[config.mk]
export PLATFORM = sky130hd
export DESIGN_NAME = led_matrix_column_scanner_core
export DESIGN_NICKNAME = d
export VERILOG_FILES = /design/src/design/lmcs_pkg.sv /design/src/design/lmcs_front.sv /design/src/design/lmcs_queue.sv /design/src/design/lmcs_shifter.sv /design/src/design/led_matrix_column_scanner_core.sv
export SDC_FILE = /design/constraint.sdc
export NUM_CORES = 2
export LEC_CHECK = 0
export CAP_MARGIN = 20
export CORE_MARGIN = 10
export CORE_UTILIZATION = 38
export DETAILED_ROUTE_END_ITERATION = 7
export DONT_BUFFER_PORTS = 1
export PLACE_DENSITY = 0.54
export SYNTH_ARGS = -nofsm -noshare
export SYNTH_HDL_FRONTEND = slang
export SYNTH_SLANG_ARGS = --single-unit
[constraint.sdc]
create_clock -name clk -period 4.1 [get_ports clk]
set_clock_uncertainty 0.2 [all_clocks]
set_input_delay 0.82 -clock clk [delete_from_list [all_inputs] [get_ports clk]]
set_output_delay 0.82 -clock clk [all_outputs]
set_load 0.05 [all_outputs]
[src/design/lmcs_pkg.sv]
`timescale 1ns / 1ps
// ---------------------------------------------------------------------------
// lmcs_pkg
// Shared types, sizes and the row-select sequence for the LED column scanner.
// ---------------------------------------------------------------------------
package lmcs_pkg;

  localparam int NUM_COLUMNS     = 16;
  localparam int BITS_PER_COLUMN = 48;
  localparam int COL_W   = (NUM_COLUMNS > 1) ? $clog2(NUM_COLUMNS) : 1;
  localparam int POS_W   = (BITS_PER_COLUMN > 1) ? $clog2(BITS_PER_COLUMN) : 1;
  localparam int SEQ_LEN = 16;

  localparam logic MODE_WRITE = 1'b0;
  localparam logic MODE_SCAN  = 1'b1;

  typedef struct packed {
    logic       mode;
    logic [3:0] pixel_column;
    logic [5:0] pixel_position;
    logic       pixel_value;
  } cmd_t;

  typedef struct packed {
    logic       serial_bit;
    logic       end_of_column;
    logic       select_pos_a;
    logic       select_pos_b;
    logic       select_neg_a;
    logic       select_neg_b;
    logic [3:0] column_shown;
  } result_t;

  typedef struct packed {
    logic nb;
    logic na;
    logic pb;
    logic pa;
  } sel_t;

  // one queued scan beat: column snapshot plus its select lines
  typedef struct packed {
    logic [BITS_PER_COLUMN-1:0] word;
    logic [3:0]                 shown;
    sel_t                       sel;
  } scan_t;

  typedef struct packed {
    logic valid;
    logic full;
  } q_stat_t;

  function automatic sel_t sel_update(sel_t s, logic [COL_W-1:0] col);
    sel_t r;
    logic [COL_W+3:0] ext;
    r   = s;
    ext = {4'b0000, col};
    if (int'(col) < SEQ_LEN) begin
      unique case (ext[1:0])
        2'd0: begin
          r.nb = 1'b0;
          unique case (ext[3:2])
            2'd0: r.pb = 1'b0;
            2'd1: r.pa = 1'b1;
            2'd2: r.pb = 1'b1;
            default: r.pa = 1'b0;
          endcase
        end
        2'd1: r.na = 1'b1;
        2'd2: r.nb = 1'b1;
        default: r.na = 1'b0;
      endcase
    end
    return r;
  endfunction

endpackage

[src/design/lmcs_front.sv]
`timescale 1ns / 1ps
// ---------------------------------------------------------------------------
// lmcs_front
// Takes commands, holds the frame store, column counter and select lines,
// and queues a column snapshot for each scan tick.
// ---------------------------------------------------------------------------
module lmcs_front (
  input  logic           clk,
  input  logic           rst,
  input  logic           accept,
  input  lmcs_pkg::cmd_t cmd,
  output logic           push,
  output lmcs_pkg::scan_t entry
);
  import lmcs_pkg::*;

  logic [BITS_PER_COLUMN-1:0] frame_store [NUM_COLUMNS];
  logic [COL_W-1:0]           col;
  logic [COL_W-1:0]           col_next;
  sel_t                       sel;
  sel_t                       sel_next;
  logic [COL_W+3:0]           wcol_ext;
  logic [POS_W+5:0]           wpos_ext;
  logic [COL_W+3:0]           col_ext;
  logic                       wr_en;

  assign wcol_ext = {{COL_W{1'b0}}, cmd.pixel_column};
  assign wpos_ext = {{POS_W{1'b0}}, cmd.pixel_position};
  assign col_ext  = {4'b0000, col};
  assign wr_en    = accept && (cmd.mode == MODE_WRITE)
                    && (int'(cmd.pixel_column) < NUM_COLUMNS)
                    && (int'(cmd.pixel_position) < BITS_PER_COLUMN);

  assign push     = accept && (cmd.mode == MODE_SCAN);
  assign sel_next = sel_update(sel, col);
  assign col_next = (col == COL_W'(NUM_COLUMNS - 1)) ? '0 : col + 1'b1;

  assign entry.word  = frame_store[col];
  assign entry.shown = col_ext[3:0];
  assign entry.sel   = sel_next;

  always_ff @(posedge clk) begin
    if (rst) begin
      for (int i = 0; i < NUM_COLUMNS; i++) begin
        frame_store[i] <= '0;
      end
      col <= '0;
      sel <= '0;
    end else begin
      if (wr_en) begin
        frame_store[wcol_ext[COL_W-1:0]][wpos_ext[POS_W-1:0]] <= cmd.pixel_value;
      end
      if (push) begin
        col <= col_next;
        sel <= sel_next;
      end
    end
  end

endmodule

[src/design/lmcs_queue.sv]
`timescale 1ns / 1ps
// ---------------------------------------------------------------------------
// lmcs_queue
// Two-entry queue of scan beats between front and shifter.
// ---------------------------------------------------------------------------
module lmcs_queue (
  input  logic             clk,
  input  logic             rst,
  input  logic             push,
  input  lmcs_pkg::scan_t  wr_data,
  input  logic             pop,
  output lmcs_pkg::scan_t  rd_data,
  output lmcs_pkg::q_stat_t stat
);
  import lmcs_pkg::*;

  scan_t      slots [2];
  logic       wr_ptr;
  logic       rd_ptr;
  logic [1:0] count;

  assign rd_data    = slots[rd_ptr];
  assign stat.valid = (count != 2'd0);
  assign stat.full  = (count == 2'd2);

  always_ff @(posedge clk) begin
    if (push) begin
      slots[wr_ptr] <= wr_data;
    end
  end

  always_ff @(posedge clk) begin
    if (rst) begin
      wr_ptr <= 1'b0;
      rd_ptr <= 1'b0;
      count  <= 2'd0;
    end else begin
      if (push) begin
        wr_ptr <= ~wr_ptr;
      end
      if (pop) begin
        rd_ptr <= ~rd_ptr;
      end
      if (push && !pop) begin
        count <= count + 2'd1;
      end else if (pop && !push) begin
        count <= count - 2'd1;
      end
    end
  end

endmodule

[src/design/lmcs_shifter.sv]
`timescale 1ns / 1ps
// ---------------------------------------------------------------------------
// lmcs_shifter
// Shifts each queued column out one bit per clock, highest index first.
// ---------------------------------------------------------------------------
module lmcs_shifter (
  input  logic              clk,
  input  logic              rst,
  input  lmcs_pkg::q_stat_t stat,
  input  lmcs_pkg::scan_t   rd_data,
  output logic              pop,
  output logic              strobe,
  output lmcs_pkg::result_t result
);
  import lmcs_pkg::*;

  logic                       active;
  logic [BITS_PER_COLUMN-1:0] word;
  logic [POS_W-1:0]           cnt;
  sel_t                       sel;
  logic [3:0]                 shown;
  logic                       last;

  assign last   = (cnt == '0);
  assign pop    = stat.valid && (!active || last);
  assign strobe = active;

  assign result.serial_bit    = word[BITS_PER_COLUMN-1];
  assign result.end_of_column = active && last;
  assign result.select_pos_a  = sel.pa;
  assign result.select_pos_b  = sel.pb;
  assign result.select_neg_a  = sel.na;
  assign result.select_neg_b  = sel.nb;
  assign result.column_shown  = shown;

  always_ff @(posedge clk) begin
    if (pop) begin
      word  <= rd_data.word;
      sel   <= rd_data.sel;
      shown <= rd_data.shown;
      cnt   <= POS_W'(BITS_PER_COLUMN - 1);
    end else if (active) begin
      word <= word << 1;
      cnt  <= cnt - 1'b1;
    end
  end

  always_ff @(posedge clk) begin
    if (rst) begin
      active <= 1'b0;
    end else if (pop) begin
      active <= 1'b1;
    end else if (active && last) begin
      active <= 1'b0;
    end
  end

endmodule

[src/design/led_matrix_column_scanner_core.sv]
`timescale 1ns / 1ps
// ---------------------------------------------------------------------------
// led_matrix_column_scanner_core
// Scan driver for a multiplexed LED matrix with a 16 x 48 bit frame store.
//
// A command beat is taken when start is high and busy is low. A pixel write
// (mode 0) updates the frame store and gives no result. A scan tick (mode 1)
// snapshots the current column with its updated row-select lines into a
// two-deep queue; the shifter then emits 48 result beats, one per clock,
// highest bit first, end_of_column set on the last. The tick is registered
// in the queue and then loaded into the shifter before its first beat is on
// the ports. Successive ticks stream without gaps. busy is high while the
// queue holds two ticks; writes are still taken while a column shifts out,
// as long as busy is low. Each result stands on the ports for one cycle
// under strobe and cannot be held off by the receiver. Synchronous reset
// clears the frame store, column counter, select lines and the queue.
// ---------------------------------------------------------------------------
module led_matrix_column_scanner_core (
  input  logic              clk,
  input  logic              rst,
  input  logic              start,
  output logic              busy,
  input  lmcs_pkg::cmd_t    cmd,
  output logic              strobe,
  output lmcs_pkg::result_t result
);
  import lmcs_pkg::*;

  logic    accept;
  logic    push;
  logic    pop;
  scan_t   wr_data;
  scan_t   rd_data;
  q_stat_t stat;

  assign busy   = stat.full;
  assign accept = start && !busy;

  lmcs_front u_front (
    .clk    (clk),
    .rst    (rst),
    .accept (accept),
    .cmd    (cmd),
    .push   (push),
    .entry  (wr_data)
  );

  lmcs_queue u_queue (
    .clk     (clk),
    .rst     (rst),
    .push    (push),
    .wr_data (wr_data),
    .pop     (pop),
    .rd_data (rd_data),
    .stat    (stat)
  );

  lmcs_shifter u_shifter (
    .clk     (clk),
    .rst     (rst),
    .stat    (stat),
    .rd_data (rd_data),
    .pop     (pop),
    .strobe  (strobe),
    .result  (result)
  );

  a_eoc_strobed: assert property (@(posedge clk) disable iff (rst)
    result.end_of_column |-> strobe)
    else $error("end_of_column without strobe");

  a_column_steady: assert property (@(posedge clk) disable iff (rst)
    strobe && !result.end_of_column |=> strobe
      && result.column_shown == $past(result.column_shown)
      && result.select_neg_a == $past(result.select_neg_a)
      && result.select_pos_a == $past(result.select_pos_a))
    else $error("column beats broken up");

  a_reset_quiet: assert property (@(posedge clk)
    rst |=> !strobe && !busy)
    else $error("activity straight after reset");

endmodule
Word-level counts from Yosys, hierarchy flattened --
Memory sizes are Yosys's and may differ from the RTL's. A register that Yosys moved wholly into a read port is not among the register bits. Index checks and enable logic that the tools add are counted.
Storage, ports and cells: output and inout port bits 12, bits in registers 75, word-level logic and storage cells 86, memories kept 2, memory bits (writable) 880, input bits 15
Operators by class: multiplexer cells 28, equal/unequal tests 6, order comparisons 3, bitwise gates (word level) 3, reductions and logical operators 24, add/subtract/negate cells 4
Memories:
- u_front.frame_store | depth 16, bits a word 48, read ports 1, clocked after memory_dff 1, wr ports 16, RTL line lmcs_front.sv:17 | logic [BITS_PER_COLUMN-1:0] frame_store [NUM_COLUMNS];
- u_queue.slots | depth 2, bits a word 56, read ports 1, clocked after memory_dff 1, wr ports 1, RTL line lmcs_queue.sv:17 | scan_t slots [2];
Operators by type and width (count):
- two-way mux 48 bit | 5
- OR reduction 48 bit | 1
- two-way mux 4 bit | 4
- two-way mux 1 bit | 11
- logical AND 1 bit | 9
- one-hot mux 1 bit (2 select lines) | 4
- nonzero test 2 bit | 4
- less-than comparator 6 x 7 -> 1 bit (second input constant) | 1
- demux 1 bit (select 6 bit) | 1
- equality test 2 bit (second input constant) | 3
- >= comparator 6 x 1 -> 1 bit (second input constant) | 1
- zero test 6 bit | 1
- less-than comparator 6 bit (second input constant) | 1
- two-way mux 2 bit | 3
- subtractor 6 x 1 -> 6 bit (second input constant) | 1
- adder 4 x 1 -> 4 bit (second input constant) | 1
- equality test 2 x 1 -> 1 bit (second input constant) | 2
- equality test 4 bit (second input constant) | 1
- zero test 1 bit | 4
- zero test 2 bit | 2
- OR reduction 2 bit | 2
- inverter 1 bit | 3
- adder 2 x 1 -> 2 bit (second input constant) | 1
- subtractor 2 x 1 -> 2 bit (second input constant) | 1
- logical OR 1 bit | 1

Logic depth before layout (Yosys ltp) --
depth after elaboration 10, mapped depth 12, depth with buffers taken out 10

Hierarchy --
From an unflattened synthesis, not the netlist that was laid out.
Second synthesis, totals: cell total of the unflattened synthesis 3701, area, all modules 46140.5 um^2
By module, submodules not included:
- lmcs_front | area an instance 39053.7 um^2, cells each 3353, sequential area each 23302.3 um^2, times used 1
- lmcs_queue | area an instance 4261.6 um^2, cells each 196, sequential area each 3463.3 um^2, times used 1
- lmcs_shifter | area an instance 2811.4 um^2, cells each 151, sequential area each 1821.7 um^2, times used 1
- led_matrix_column_scanner_core | area an instance 13.8 um^2, cells each 1, sequential area each 0.0 um^2, times used 1

Least setup slack after synthesis --
No wires, ideal clock.
path kind input to register, from input cmd[11] (netlist bit), to memory u_queue.slots[0][0] (netlist bit) (enable), stages 3, setup time 0.470 ns, buffers on the path 1, data required time 3.430 ns, slack 0.021 ns, data arrival time 3.410 ns, cell sequence nand3_1 buf_2 nor2_1
On the way: longest elaborated chain between the ends 3
RTL lines:
- start: declaration | RTL line led_matrix_column_scanner_core.sv:23 | input lmcs_pkg::cmd_t cmd,
- logical AND 1 bit | RTL line lmcs_front.sv:34 | assign push = accept && (cmd.mode == MODE_SCAN);
- two-way mux 1 bit | RTL line lmcs_queue.sv:27 | if (push) begin
- two-way mux 1 bit (implied by the code) | RTL line lmcs_queue.sv:28 | slots[wr_ptr] <= wr_data;
- end: declaration | RTL line lmcs_queue.sv:17
Every way passes these cells.

==> reports/metrics.cfg <==
[clock_network]
clk_pin_slew_ps = 60
clk_latency_ps = 700
postCtsHoldBufs = 0
root_buffer = clkbuf_16
ctsLongestPathBuffers = 3
numCtsBuffers = 109
cts-resized-gates = 0
cts.sinks = 960
postCtsSetupBuffers = 0
cts_tree = yes
cts_max_level = 3

[timing]
setup_tns_ps = 0
hold_viol = 0
max_freq_mhz = 288
rsz0062_at_grt = false
finalSetupViolations = 0
tightest_slew_ps = 2020
post-route-min-period_ps = 3480
slew_viol_final = 283
slew_headroom = -0.348
layout_worst_path_cycle_share = 0.848

[routing]
viasPerCell = 5.92
antenna_left = 0
wl_per_cell_microns = 29.5
vias = 31700
firstDrtPassIters = 6
drc = 0
drt_iter0_drc = 4298
routed_wl_microns = 158000

[power]
power_density_mw_per_mm2 = 466
leakagePower_nw = 17.2
vdd_ir_drop_max_uv = 307
power_mw = 24.6

[min_path]
min_from = rst
worstHoldPathType = input port to register

[floorplan]
num_io_pins = 27
die_h_microns = 374
start_util = 0.384
rows = 129
core-area_sq_mm = 0.124
die_area_sq_mm = 0.140
die_w_microns = 374

[logic_synthesis]
yosys.area.top_type_share = 0.589
synth_edf_count = 936
synth_nets = 3801
async_flop_share = 0
synth.avg_cell_area_sq_um = 12.6
synth_top_family_by_area = compound AO/OA/AOI/OAI gates
syn_inst = 3781
yosys.area_share.xor_xnor = 0.00165
netlist_area_sq_mm = 0.0477
yosysUniqueCellTypes = 51
synth_compound_area_frac = 0.142
ys_warn_count = 0
synth_fa_ha_area_frac = 0.00131
synth_ff_type = edfxtp_1
synth_top_area_cell = edfxtp_1
yosys.area_share.simple = 0.106
yosysSeqAreaShare = 0.599
synthMuxAreaShare = 0.116
ys_ff_latch = 960
ys_top_cells_by_area = edfxtp_1 (59%), mux4_2 (9.1%), o21bai_1 (7.6%)

[global_route]
antenna_found_initial = 5
grt_use_total = 0.219
grt_pass1_wl_microns = 226000
grt_pass1_vias = 31200
grt_max_degree = 784
grt.overflow.total = 0

[cells_and_area]
area_delta_synth_final_pct = 10.8
layout-drive-gt1-share = 0.181
antenna-diode-count = 0
layout_common_cells = edfxtp_1 (936), nor2_1 (859), o21bai_1 (483)
final_common_cell = edfxtp_1
final_nets = 3649

[outcome]
violations = slew limit
status = finished, violations left

[placement]
gp_congestion = 0.818
portBuffers = 0
place_hpwl_microns = 101000

[worst_setup_path]
path_cells = inv_1 -> ha_1 -> or4b_1 -> nor3b_2
cp_slowest_cell = nor3b_2
crit_arrival_ps = 2460
path_max_fanout = 3
crit_required_ps = 3080
timing.critical_path.from = u_shifter.cnt[0]$_SDFFE_PN1P_
crit_type = register to output pin
critPathLaunchType = register
end_kind = output pin
critPathMaxStageDelay_ps = 710
reg2reg_from = u_queue.count[0]$_SDFFE_PP0P_

[job]
maxCapViolCount = 0

-- worst max-delay path: cells and delay by family (launching register included) --
| kind | cells | cell delay [ps] |
|---|---|---|
| flops | 1 | 330 |
| simple gates | 2 | 1200 |
| buf+inv | 1 | 80 |
| fa+ha+maj | 1 | 140 |
-- synthesized netlist by cell type (6+ instances only) --
library cell and instances:
o21bai_1 483, o21bai_2 50, nand2_1 302, nor2b_1 6
a31o_2 7, buf_2 92, mux4_2 192, buf_1 24
mux2_2 105, edfxtp_1 936, nor2_1 861, a21o_1 228
nor3_2 18, nand3_1 8, dfxtp_1 24, nand4bb_1 6
clkbuf_1 241, a21oi_1 9, buf_6 11, a22oi_1 96
inv_1 7
-- power by group --
group | internal (mW) | total (mW) | leakage (nW) | switching [mW]
sequential | 11.6 | 12.1 | 9.72 | 0.418
clock | 5.54 | 9.70 | 1.71 | 4.16
combinational | 1.32 | 2.84 | 5.79 | 1.53
total | 18.5 | 24.6 | 17.2 | 6.10
-- flip-flops by register name, summed over array words and instances, names as in the netlist, named ones only --
signal	count
u_shifter.word	48
u_queue.count	2
u_queue.slots	112
u_front.sel	4
u_shifter.result	4
u_shifter.shown	4
u_shifter.strobe	1
u_shifter.cnt	6
u_queue.rd_ptr	1
u_queue.wr_ptr	1
u_front.col	4
u_front.frame_store	768
-- routing by layer --
layer	global-route usage	up-vias	routed length, microns
met3	0.0600	239	16300
met4	0.0728	0	5230
met1	0.301	16400	65600
met2	0.332	1504	70800
li1	-	13600	-
met5	0	-	0
-- kinds of logic after synthesis --
kind of cell	count (synthesis)
compound gates	882
xor+xnor	9
fa+ha+maj	5
buf+inv	379
flops	960
mux	299
simple gates	1247
-- layout make-up --
cell class	count	area, sq um
clock inverters	60	547
repair buffers	107	1040
fillers	11400	71300
clock buffers	143	2940
multi-input cells	2442	17600
flip-flops and latches	960	28600
well taps	1637	2050
inverters	9	33.8
-- path summary, 6_finish.rpt --
check / endpoint / cells past startpoint / slack (ps)
hold / removal: u_front.sel[1]$_SDFFE_PP0N_ / 1 / 50
setup / recovery: result[8] / 4 / 620
hold reg to reg: u_front.sel[1]$_SDFFE_PP0N_ / 2 / 250
setup reg to reg: u_front.frame_store[3][24]$_SDFFCE_PN0P_ / 6 / 880
-- metrics by stage --
| stage | area, sq um | cells | setup slack [ps] | utilization | hold WS, ps |
|---|---|---|---|---|---|
| detailed placement | 49400 | 5155 | 486 | 0.398 | 247 |
| finish | 52800 | 5358 | 625 | 0.426 | 52.3 |
| global placement | 49400 | 5155 | 584 | 0.398 | 240 |
| global route | 52800 | 5358 | 506 | 0.426 | 29.4 |
| floorplan | 47700 | 3781 | 20.6 | - | 233 |
| CTS | 52800 | 5358 | 564 | 0.426 | 64.8 |
No activity file was read; power rests on OpenSTA's default activity.
